`src/rtl/assert_macros.svh`:
```
// Assertion macros for the BC5 decoder RTL
`ifndef ASSERT_MACROS_SVH
`define ASSERT_MACROS_SVH

// Property checked on every rising clk edge outside reset
`define BC5_ASSERT(label, prop, msg) \
  label: assert property (@(posedge clk) disable iff (!rst_n) prop) else $error(msg);

// Condition that must never hold outside reset
`define BC5_ASSERT_NEVER(label, expr, msg) \
  `BC5_ASSERT(label, !(expr), msg)

`endif

```
`src/rtl/bc5_pkg.sv`:
```
// Package with types, constants and helpers for the BC5 block decoder
`timescale 1ns / 1ps
`default_nettype none

package bc5_pkg;

  localparam int NUM_TEXELS  = 16;
  localparam int NUM_PAL     = 8;
  localparam int NUM_INTERP  = 6;
  localparam int IDX_BITS    = 3;
  localparam int IDX_W       = NUM_TEXELS * IDX_BITS;
  localparam int EW          = 10;   // endpoint value, -128..255
  localparam int SW          = 13;   // weighted endpoint sum
  localparam int XW          = 12;   // biased numerator, always positive
  localparam int RW          = 13;   // reciprocal constant
  localparam int PW          = XW + RW;
  localparam int QW          = 9;    // quotient, 0..383
  localparam int RECIP_SHIFT = 15;

  // floor(x/7) and floor(x/5) by multiply and shift, exact for x below 4096
  localparam logic [RW-1:0] RECIP7 = RW'(((1 << RECIP_SHIFT) + 6) / 7);
  localparam logic [RW-1:0] RECIP5 = RW'(((1 << RECIP_SHIFT) + 4) / 5);

  // Biases fold the +0.5 rounding and a +128 shift (keeps numerators positive)
  localparam logic [XW-1:0] BIAS7 = XW'(899);
  localparam logic [XW-1:0] BIAS5 = XW'(642);

  localparam logic [7:0] SIGN_FLIP = 8'h80;
  localparam logic [7:0] LIMIT_LO  = 8'h00;
  localparam logic [7:0] LIMIT_HI  = 8'hFF;
  localparam logic [7:0] BLUE_SGN  = 8'h80;
  localparam logic [7:0] BLUE_UNS  = 8'h00;
  localparam logic [7:0] ALPHA     = 8'hFF;
  localparam logic [3:0] TEXEL_LAST = 4'(NUM_TEXELS - 1);

  typedef struct packed {
    logic [7:0]       red_end_a;
    logic [7:0]       red_end_b;
    logic [IDX_W-1:0] red_indices;
    logic [7:0]       green_end_a;
    logic [7:0]       green_end_b;
    logic [IDX_W-1:0] green_indices;
  } in_req_t;

  typedef struct packed {
    logic [3:0] texel_number;
    logic [7:0] red_out;
    logic [7:0] green_out;
    logic [7:0] blue_out;
    logic [7:0] alpha_out;
    logic       last_texel;
  } out_req_t;

  // Palette already in output encoding (offset applied)
  typedef logic [NUM_PAL-1:0][7:0] pal_t;

  typedef struct packed {
    logic adv1;
    logic adv2;
  } pipe_ctl_t;

  // Biased numerator a*wa + b*wb + bias, known to fit XW bits unsigned
  function automatic logic [XW-1:0] interp_x(
    input logic signed [EW-1:0] a,
    input logic signed [EW-1:0] b,
    input logic [2:0]           wa,
    input logic [2:0]           wb,
    input logic [XW-1:0]        bias
  );
    logic signed [SW-1:0] a13;
    logic signed [SW-1:0] b13;
    logic signed [SW-1:0] s;
    a13 = SW'(a);
    b13 = SW'(b);
    s = a13 * signed'({{(SW-3){1'b0}}, wa}) + b13 * signed'({{(SW-3){1'b0}}, wb})
        + signed'({{(SW-XW){1'b0}}, bias});
    return s[XW-1:0];
  endfunction

endpackage

`default_nettype wire

```
`src/rtl/bc5_pal_lane.sv`:
```
// One channel lane: two-stage palette builder with its index word carried along
`timescale 1ns / 1ps
`default_nettype none

module bc5_pal_lane
  import bc5_pkg::*;
(
  input  wire logic             clk,
  input  wire pipe_ctl_t        ctl,
  input  wire logic             sgn,
  input  wire logic [7:0]       end_a,
  input  wire logic [7:0]       end_b,
  input  wire logic [IDX_W-1:0] indices,
  output pal_t                  pal,
  output logic [IDX_W-1:0]      idx_out
);

  logic signed [EW-1:0] e0;
  logic signed [EW-1:0] e1;

  // stage 1: numerators
  logic [XW-1:0]    x_nxt [NUM_INTERP];
  logic [XW-1:0]    x_r   [NUM_INTERP];
  logic             gt_nxt, gt_r;
  logic [7:0]       a_r, b_r;
  logic [IDX_W-1:0] idx1_r;

  // stage 2: quotients
  logic [PW-1:0]    prod  [NUM_INTERP];
  logic [QW-1:0]    q_nxt [NUM_INTERP];
  logic [QW-1:0]    q_r   [NUM_INTERP];
  logic             gt2_r;
  logic [7:0]       a2_r, b2_r;
  logic [IDX_W-1:0] idx2_r;

  logic [7:0] flip_e, flip_q;

  always_comb begin
    e0 = sgn ? signed'({{(EW-8){end_a[7]}}, end_a}) : signed'({{(EW-8){1'b0}}, end_a});
    e1 = sgn ? signed'({{(EW-8){end_b[7]}}, end_b}) : signed'({{(EW-8){1'b0}}, end_b});
    gt_nxt = (e0 > e1);
    for (int j = 0; j < NUM_INTERP; j++) begin
      if (gt_nxt) begin
        x_nxt[j] = interp_x(e0, e1, 3'(6 - j), 3'(j + 1), BIAS7);
      end else if (j < 4) begin
        x_nxt[j] = interp_x(e0, e1, 3'(4 - j), 3'(j + 1), BIAS5);
      end else begin
        x_nxt[j] = '0;
      end
    end
  end

  always_ff @(posedge clk) begin
    if (ctl.adv1) begin
      x_r    <= x_nxt;
      gt_r   <= gt_nxt;
      a_r    <= end_a;
      b_r    <= end_b;
      idx1_r <= indices;
    end
  end

  always_comb begin
    for (int j = 0; j < NUM_INTERP; j++) begin
      prod[j]  = PW'(x_r[j]) * PW'(gt_r ? RECIP7 : RECIP5);
      q_nxt[j] = prod[j][QW+RECIP_SHIFT-1:RECIP_SHIFT];
    end
  end

  always_ff @(posedge clk) begin
    if (ctl.adv2) begin
      q_r    <= q_nxt;
      gt2_r  <= gt_r;
      a2_r   <= a_r;
      b2_r   <= b_r;
      idx2_r <= idx1_r;
    end
  end

  // quotients carry a +128 shift; endpoints are raw bytes
  always_comb begin
    flip_e = sgn ? SIGN_FLIP : 8'h00;
    flip_q = sgn ? 8'h00 : SIGN_FLIP;
    pal[0] = a2_r ^ flip_e;
    pal[1] = b2_r ^ flip_e;
    for (int j = 0; j < NUM_INTERP; j++) begin
      if (gt2_r || j < 4) begin
        pal[j + 2] = q_r[j][7:0] ^ flip_q;
      end else if (j == 4) begin
        pal[j + 2] = LIMIT_LO;
      end else begin
        pal[j + 2] = LIMIT_HI;
      end
    end
    idx_out = idx2_r;
  end

endmodule

`default_nettype wire

```
`src/rtl/bc5_texel_merge.sv`:
```
// Merge stage: holds both lane palettes and emits sixteen texels per block
`timescale 1ns / 1ps
`default_nettype none

`include "assert_macros.svh"

module bc5_texel_merge
  import bc5_pkg::*;
(
  input  wire logic             clk,
  input  wire logic             rst_n,
  input  wire logic             sgn,
  input  wire logic             ld_valid,
  output logic                  ld_ready,
  input  wire pal_t             red_pal,
  input  wire pal_t             green_pal,
  input  wire logic [IDX_W-1:0] red_idx,
  input  wire logic [IDX_W-1:0] green_idx,
  output logic                  out_valid,
  input  wire logic             out_ready,
  output out_req_t              out_data
);

  logic             blk_valid_r, blk_valid_nxt;
  logic [3:0]       cnt_r, cnt_nxt;
  pal_t             red_pal_r, red_pal_nxt;
  pal_t             green_pal_r, green_pal_nxt;
  logic [IDX_W-1:0] red_idx_r, red_idx_nxt;
  logic [IDX_W-1:0] green_idx_r, green_idx_nxt;
  logic             out_valid_r, out_valid_nxt;
  out_req_t         out_data_r, out_data_nxt;

  logic emit_fire;
  logic last;
  logic ld_fire;

  always_comb begin
    emit_fire = blk_valid_r && (!out_valid_r || out_ready);
    last      = (cnt_r == TEXEL_LAST);
    ld_ready  = !blk_valid_r || (emit_fire && last);
    ld_fire   = ld_valid && ld_ready;
  end

  always_comb begin
    blk_valid_nxt = blk_valid_r;
    cnt_nxt       = cnt_r;
    red_pal_nxt   = red_pal_r;
    green_pal_nxt = green_pal_r;
    red_idx_nxt   = red_idx_r;
    green_idx_nxt = green_idx_r;
    out_valid_nxt = emit_fire || (out_valid_r && !out_ready);
    out_data_nxt  = out_data_r;

    if (emit_fire) begin
      out_data_nxt.texel_number = cnt_r;
      out_data_nxt.red_out      = red_pal_r[red_idx_r[IDX_BITS-1:0]];
      out_data_nxt.green_out    = green_pal_r[green_idx_r[IDX_BITS-1:0]];
      out_data_nxt.blue_out     = sgn ? BLUE_SGN : BLUE_UNS;
      out_data_nxt.alpha_out    = ALPHA;
      out_data_nxt.last_texel   = last;
      // advance to the next texel's indices
      cnt_nxt       = cnt_r + 4'd1;
      red_idx_nxt   = red_idx_r >> IDX_BITS;
      green_idx_nxt = green_idx_r >> IDX_BITS;
      if (last) begin
        blk_valid_nxt = 1'b0;
      end
    end

    if (ld_fire) begin
      blk_valid_nxt = 1'b1;
      cnt_nxt       = '0;
      red_pal_nxt   = red_pal;
      green_pal_nxt = green_pal;
      red_idx_nxt   = red_idx;
      green_idx_nxt = green_idx;
    end
  end

  always_ff @(posedge clk) begin
    if (!rst_n) begin
      blk_valid_r <= 1'b0;
      cnt_r       <= '0;
      out_valid_r <= 1'b0;
    end else begin
      blk_valid_r <= blk_valid_nxt;
      cnt_r       <= cnt_nxt;
      out_valid_r <= out_valid_nxt;
    end
  end

  always_ff @(posedge clk) begin
    red_pal_r   <= red_pal_nxt;
    green_pal_r <= green_pal_nxt;
    red_idx_r   <= red_idx_nxt;
    green_idx_r <= green_idx_nxt;
    out_data_r  <= out_data_nxt;
  end

  assign out_valid = out_valid_r;
  assign out_data  = out_data_r;

  `BC5_ASSERT(a_last_flag, out_valid_r |-> (out_data_r.last_texel == (out_data_r.texel_number == TEXEL_LAST)), "last_texel disagrees with texel_number")
  `BC5_ASSERT(a_load_restart, ld_fire |=> (blk_valid_r && cnt_r == 4'd0), "block load did not restart at texel zero")
  `BC5_ASSERT_NEVER(a_drain_empty, $past(emit_fire && last && !ld_valid) && blk_valid_r && rst_n && $past(rst_n), "block still held after its last texel")

endmodule

`default_nettype wire

```
`src/rtl/bc5_block_decoder_core.sv`:
```
// Top level of the BC5 block decoder: config register, lane control and merge
`timescale 1ns / 1ps
`default_nettype none

// Takes one 16-byte BC5 block per request on in_* and returns sixteen texel
// requests on out_* in row-major order, the last one flagged by last_texel.
// The red and green palettes are built side by side in two lanes, each a
// two-stage pipeline (weighted sums, then a reciprocal multiply), and a merge
// stage picks one texel per cycle while out_ready allows. The result port
// carries a single texel at a time; the next block is taken and built while
// the current one drains. The first texel of a block is presented once the
// block has passed both lane stages, the merge load and the output register.
// cfg_wdata sets signed mode and may only change while no block is in flight.

module bc5_block_decoder_core
  import bc5_pkg::*;
(
  input  wire logic     clk,
  input  wire logic     rst_n,
  input  wire logic     cfg_we,
  input  wire logic     cfg_wdata,
  input  wire logic     in_valid,
  output logic          in_ready,
  input  wire in_req_t  in_data,
  output logic          out_valid,
  input  wire logic     out_ready,
  output out_req_t      out_data
);

  logic sgn_r, sgn_nxt;
  logic v1_r, v1_nxt;
  logic v2_r, v2_nxt;

  pipe_ctl_t ctl;
  logic      ld_ready;
  logic      adv_load;

  pal_t             red_pal, green_pal;
  logic [IDX_W-1:0] red_idx, green_idx;

  always_comb begin
    sgn_nxt  = cfg_we ? cfg_wdata : sgn_r;
    adv_load = v2_r && ld_ready;
    ctl.adv2 = v1_r && (!v2_r || adv_load);
    in_ready = !v1_r || ctl.adv2;
    ctl.adv1 = in_valid && in_ready;
    v1_nxt   = ctl.adv1 || (v1_r && !ctl.adv2);
    v2_nxt   = ctl.adv2 || (v2_r && !adv_load);
  end

  always_ff @(posedge clk) begin
    if (!rst_n) begin
      sgn_r <= 1'b0;
      v1_r  <= 1'b0;
      v2_r  <= 1'b0;
    end else begin
      sgn_r <= sgn_nxt;
      v1_r  <= v1_nxt;
      v2_r  <= v2_nxt;
    end
  end

  bc5_pal_lane u_red_lane (
    .clk     (clk),
    .ctl     (ctl),
    .sgn     (sgn_r),
    .end_a   (in_data.red_end_a),
    .end_b   (in_data.red_end_b),
    .indices (in_data.red_indices),
    .pal     (red_pal),
    .idx_out (red_idx)
  );

  bc5_pal_lane u_green_lane (
    .clk     (clk),
    .ctl     (ctl),
    .sgn     (sgn_r),
    .end_a   (in_data.green_end_a),
    .end_b   (in_data.green_end_b),
    .indices (in_data.green_indices),
    .pal     (green_pal),
    .idx_out (green_idx)
  );

  bc5_texel_merge u_merge (
    .clk       (clk),
    .rst_n     (rst_n),
    .sgn       (sgn_r),
    .ld_valid  (v2_r),
    .ld_ready  (ld_ready),
    .red_pal   (red_pal),
    .green_pal (green_pal),
    .red_idx   (red_idx),
    .green_idx (green_idx),
    .out_valid (out_valid),
    .out_ready (out_ready),
    .out_data  (out_data)
  );

endmodule

`default_nettype wire
```
`config.mk`:
```
export PLATFORM = sky130hd
export DESIGN_NAME = bc5_block_decoder_core
export DESIGN_NICKNAME = d
export VERILOG_FILES = /design/src/rtl/bc5_pkg.sv /design/src/rtl/bc5_pal_lane.sv /design/src/rtl/bc5_texel_merge.sv /design/src/rtl/bc5_block_decoder_core.sv
export VERILOG_INCLUDE_DIRS = /design/src /design/src/rtl
export SDC_FILE = /design/constraint.sdc
export NUM_CORES = 2
export LEC_CHECK = 0
export BUFFER_PORTS_ARGS = -buffer_cell sky130_fd_sc_hd__buf_2
export CORE_MARGIN = 2
export CORE_UTILIZATION = 59
export CTS_CLUSTER_DIAMETER = 60
export CTS_CLUSTER_SIZE = 14
export DETAILED_ROUTE_END_ITERATION = 10
export PLACE_DENSITY = 0.9
export SLEW_MARGIN = 20
export SYNTH_ARGS = -nofsm -noshare
export SYNTH_HDL_FRONTEND = slang
export SYNTH_HIERARCHICAL = 1
export SYNTH_SLANG_ARGS = --single-unit
```
`constraint.sdc`:
```
create_clock -name clk -period 15.58 [get_ports clk]
set_input_delay 1.558 -clock clk [delete_from_list [all_inputs] [get_ports clk]]
set_output_delay 1.558 -clock clk [all_outputs]
set_load 0.005 [all_outputs]
```
* Yosys cells after proc, flatten, opt, wreduce, memory -nomap -nowiden
Cells that the tools add are included.
** Operators by class
- Add/subtract/negate cells :: 41
- Multiply operators :: 24
- Divide/modulo/power cells :: 0
- Magnitude comparators :: 4
- Equal/unequal tests :: 1
- Shift operators :: 0
- Mux-type cells :: 27
- Bitwise logic cells :: 17
- Reduce and logical (&&, ||, !) cells :: 26
** Operators with widths (count)
- $mul 12x13->23 :: 12
- $add 12x11->12 const B :: 20
- $mux 48 :: 4
- $xor 8x8->8 :: 16
- $mux 12 :: 10
- $add 10x12->12 :: 4
- $add 11x12->12 :: 4
- $add 12x10->12 :: 4
- $add 12x11->12 :: 4
- $add 12x12->12 :: 4
- $bmux 8 s3 :: 2
- $mul 10x3->12 const B :: 4
- $mul 10x4->12 const B :: 4
- $mul 10x3->11 const B :: 4
- $mux 10 :: 4
- $mux 8 :: 4
- $gt 10x10->1 :: 2
- $logic_and 1x1->1 :: 8
- $lt 3x4->1 const B :: 2
- $logic_not 1->1 :: 7
- $logic_or 1x1->1 :: 7
- $add 4x1->4 const B :: 1
- $eq 4x4->1 const B :: 1
- $reduce_bool 2->1 :: 2
- 4 further kinds :: 6
** Word-level totals
- Bits in registers :: 762
- Bits in latches :: 0
- RAM bits :: 0
- ROM bits :: 0
- Input bits :: 134
- Logic and storage cells :: 209
- Memories :: 0

* Depth between registers and ports, before layout
- Depth after elaboration :: 11
- Gate-level depth with buffers :: 23
- Depth with buffers taken out :: 20

* Modules after synthesis
The synthesis kept the hierarchy.
** Modules (own cells, without submodules)
- bc5_pal_lane at u_green_lane :: instances 1, cells an instance 3184, area an instance 32977.9 µm², sequential area each 7447.1 µm²
- bc5_pal_lane at u_red_lane :: instances 1, cells an instance 3196, area an instance 32889.0 µm², sequential area each 7447.1 µm²
- bc5_texel_merge :: instances 1, cells an instance 466, area an instance 9894.5 µm², sequential area each 7507.2 µm²
- bc5_block_decoder_core :: instances 1, cells an instance 12, area an instance 140.1 µm², sequential area each 60.1 µm²

* Least setup slack after synthesis
No wires, ideal clock.
- Path type :: input port to flip-flop
- From :: in out_ready
- To :: reg u_green_lane.a_r[0] (enable)
- Arrival :: 15.002 ns
- Slack :: -0.413 ns
- Stages :: 5
- Buffers on the path :: 0
- Cells stage by stage :: nand2b_1 > a21oi_1 > inv_1 > nor2b_4 > a21oi_1
** RTL lines
- start: declaration :: line bc5_block_decoder_core.sv:26 : input wire logic out_ready,
- end signal: assignment :: line bc5_pal_lane.sv:57 : a_r <= end_a;
- end: declaration :: line bc5_pal_lane.sv:25 : logic [7:0] a_r, b_r;

==> impl_metrics.toml <==
[global_routing]
overflow = 0
grt_max_degree = 98
grt_first_pass_wirelength_um = 275000
antenna_found_initial = 15
globalRouteTotalUtil = 0.263
first_global_vias = 53276

[sta]
drv_slew = 0
fin_setup_tns_ns = 0
hold_viol = 0
rsz0062_at_grt = "no"
worstMarginPinSlew_ns = 1.09
fin_crit_ns = 7.23
fin_crit_sh = 0.464
max_freq_mhz = 138
clock_skew_ns = 0.0723
finalSetupViolations = 0
relSlewSlack = 0.273

[clock_tree]
post_cts_resized = 0
numCtsBuffers = 74
cts_tree = "yes"
clock_path_buffers = 3
clkLatencyLatePin_ns = 0.69
postCtsSetupBuffers = 0
root_buffer = "clkbuf_16"
cts.sinks = 751
ctsHtreeMaxLevel = 3
cts.clk_slew.worst_paths_ns = 0.07
ctsHoldBuffers = 0

[floorplanning]
die_y_um = 363
core-area_um2 = 128000
dieWidth_um = 363
ios = 173
rows = 131
dieArea_um2 = 132000
initial_core_util = 0.594

[logic_synthesis]
synthArstFlopShare = 0
syn_area_um2 = 75900
yosysSeqAreaShare = 0.296
synth.avg_cell_area_um2 = 11.1
yosysUniqueCellTypes = 99
synthCells = 6858
synth-main-ff-cell = "edfxtp_1"
synth_edf_count = 742
ys_ff_latch = 751
yosysWarningCount = 6

[critical_path]
crit_arrival_ns = 7.63
critPathRequiredTime_ns = 15.98
cp_slowest_cell = "edfxtp_1"
critPathMaxFanout = 89
cp-end-kind = "flop"
crit_path_cell_trace = "buf_4 > buf_4 > nand2b_1 > nand2_1 > ha_1 > fa_1 > inv_1 > fa_1 > inv_1 > fa_1 > inv_1 > fa_1 > inv_1 > ha_1 > nor2_1 > o21bai_1 > o41ai_2 > o31ai_1 > a311o_1 > a21oi_1 > xnor2_1"
path_delay_family = "adder cells"
critPathKind = "flop to flop"
cp-start-kind = "flop"
cp_num_buf_inv = 6
max_stage_delay_ns = 0.91

[cells_and_area]
fillers = 9066
final_cell_mix = "1431 x inv_1, 1213 x ha_1, 750 x fa_1"
areaGrowthSynthToFinish_pct = 6.62
drive_gt1_frac = 0.0713
layout_commonest_cell = "inv_1"
finalNetCount = 9199

[worst_hold_path]
worstHoldPathType = "flop to flop"

[detailed_routing]
wl_per_cell_um = 19.1
drt_iter0_markers = 3593
wl_um = 169000
drcViolationCount = 0
vias = 49346
final_antenna_net_count = 0
first_pass_iters = 6
viasPerCell = 5.59

[status]
status = "completed"

[placement]
place.gp.congestion = 0.929
port_buffers = 157
hpwlAfterDp_um = 130000

[flow_run]
drv_cap = 0
## synth_stat cells, types with 5 or more instances
master       n  area share
inv_1     1432       0.071
ha_1      1213        0.20
fa_1       750        0.20
edfxtp_1   742        0.29
nand2_1    333       0.016
xnor2_1    300       0.035
a21oi_1    264       0.017
nor2_1     231       0.011
o21ai_0    156       0.010
nand2b_1   128       0.011
xor2_1     122       0.014
a21o_1     119       0.012
nor2b_1    110      0.0091
buf_4      102       0.010
mux2_2      96       0.014
and2_1      93      0.0077
clkbuf_1    67      0.0033
nor3_1      47      0.0031
or2_2       45      0.0037
o21a_1      38      0.0038
buf_2       32      0.0021
mux4_2      32      0.0095
a211oi_1    30      0.0030
o21bai_1    29      0.0029
nand3_1     28      0.0018
a21boi_0    23      0.0023
o31ai_1     22      0.0022
mux2i_1     18      0.0024
nand4_1     17      0.0014
or3_1       15      0.0012
a211o_1     12      0.0014
a31oi_1     12     0.00099
mux2_1      12      0.0018
and3_1      11     0.00091
o21ai_1     10     0.00066
o41ai_1     10      0.0012
dfxtp_1      9      0.0024
buf_1        8     0.00040
nor3b_1      8     0.00079
or4_1        7     0.00069
conb_1       6     0.00030
o221ai_1     6     0.00069
o31a_1       6     0.00069
a2111o_1     5     0.00074
o211ai_1     5     0.00049
## layer usage
metal / vias up / track usage / share of wire
met5: - / 0 / 0.00023
met4: 6 / 0.109 / 0.045
met3: 485 / 0.0404 / 0.062
met2: 1680 / 0.458 / 0.50
met1: 24409 / 0.326 / 0.39
li1: 22766 / - / -
## state kept, by name, summed over array words and instances (netlist names), 64 cells and up
register and cells:
u_green_lane/x_r 70, u_red_lane/x_r 70, u_merge/green_pal_r 64, u_merge/red_pal_r 64
## cells by family (layout without fill, tap and decap cells)
kind of cell	count (synthesis)	after routing	share of synthesized area
AOI/OAI and AO/OA	812	812	0.0695
xor gates and xnor gates	424	424	0.0493
adders and majority gates	1963	1963	0.398
buffers and inverters	1646	1737	0.0873
DFF	751	751	0.296
muxes	158	158	0.0279
other	6	216	0.000297
and+or+nand+nor	1098	1098	0.0721
## cell type report
class / instances / area (um2) / area share
clock buffers: 88 / 1900 / 0.0235
diodes: 11 / 27.5 / 0.000340
multi-input cells: 4660 / 47600 / 0.588
inverters: 1434 / 5390 / 0.0665
repair buffers: 181 / 1000 / 0.0124
clock inverters: 34 / 468 / 0.00578
well taps: 1662 / 2080 / 0.0257
flip-flops and latches: 751 / 22500 / 0.278
## through the flow
| step | instances | utilization | setup WS, ns | cell area (um2) | hold slack, ns |
|---|---|---|---|---|---|
| 2_1_floorplan | 7057 | - | 2.80 | 76700 | 0.400 |
| 3_3_place_gp | 8685 | 0.615 | 8.69 | 78500 | 0.401 |
| 3_5_place_dp | 8685 | 0.615 | 8.47 | 78500 | 0.405 |
| 4_1_cts | 8807 | 0.633 | 8.43 | 80800 | 0.389 |
| 5_1_grt | 8820 | 0.634 | 7.87 | 80900 | 0.401 |
| 6_report | 8821 | 0.634 | 8.35 | 80900 | 0.402 |
## worst paths after layout
check | from | end | slack [ns] | depth (start not counted)
max | u_red_lane/gt_r | u_red_lane/q_r[7] | 8.35 | 21
min | u_green_lane/q_r[46] | u_merge/green_pal_r[17] | 0.40 | 0
max reg2reg | u_red_lane/gt_r | u_red_lane/q_r[7] | 8.35 | 21
min reg2reg | u_green_lane/q_r[46] | u_merge/green_pal_r[17] | 0.40 | 0
## worst register-to-register path: stages (launching register included)
cell and delay, ns:
edfxtp_1 0.91, buf_4 0.59, buf_4 0.78, nand2b_1 0.35
nand2_1 0.09, ha_1 0.33, fa_1 0.51, inv_1 0.06
fa_1 0.54, inv_1 0.05, fa_1 0.48, inv_1 0.05
fa_1 0.47, inv_1 0.04, ha_1 0.28, nor2_1 0.05
o21bai_1 0.18, o41ai_2 0.12, o31ai_1 0.53, a311o_1 0.31
a21oi_1 0.10, xnor2_1 0.13
Power is left out: the tool's default activity adds up to more than one toggle a clock period on the data nets, which glitch-free logic cannot reach.
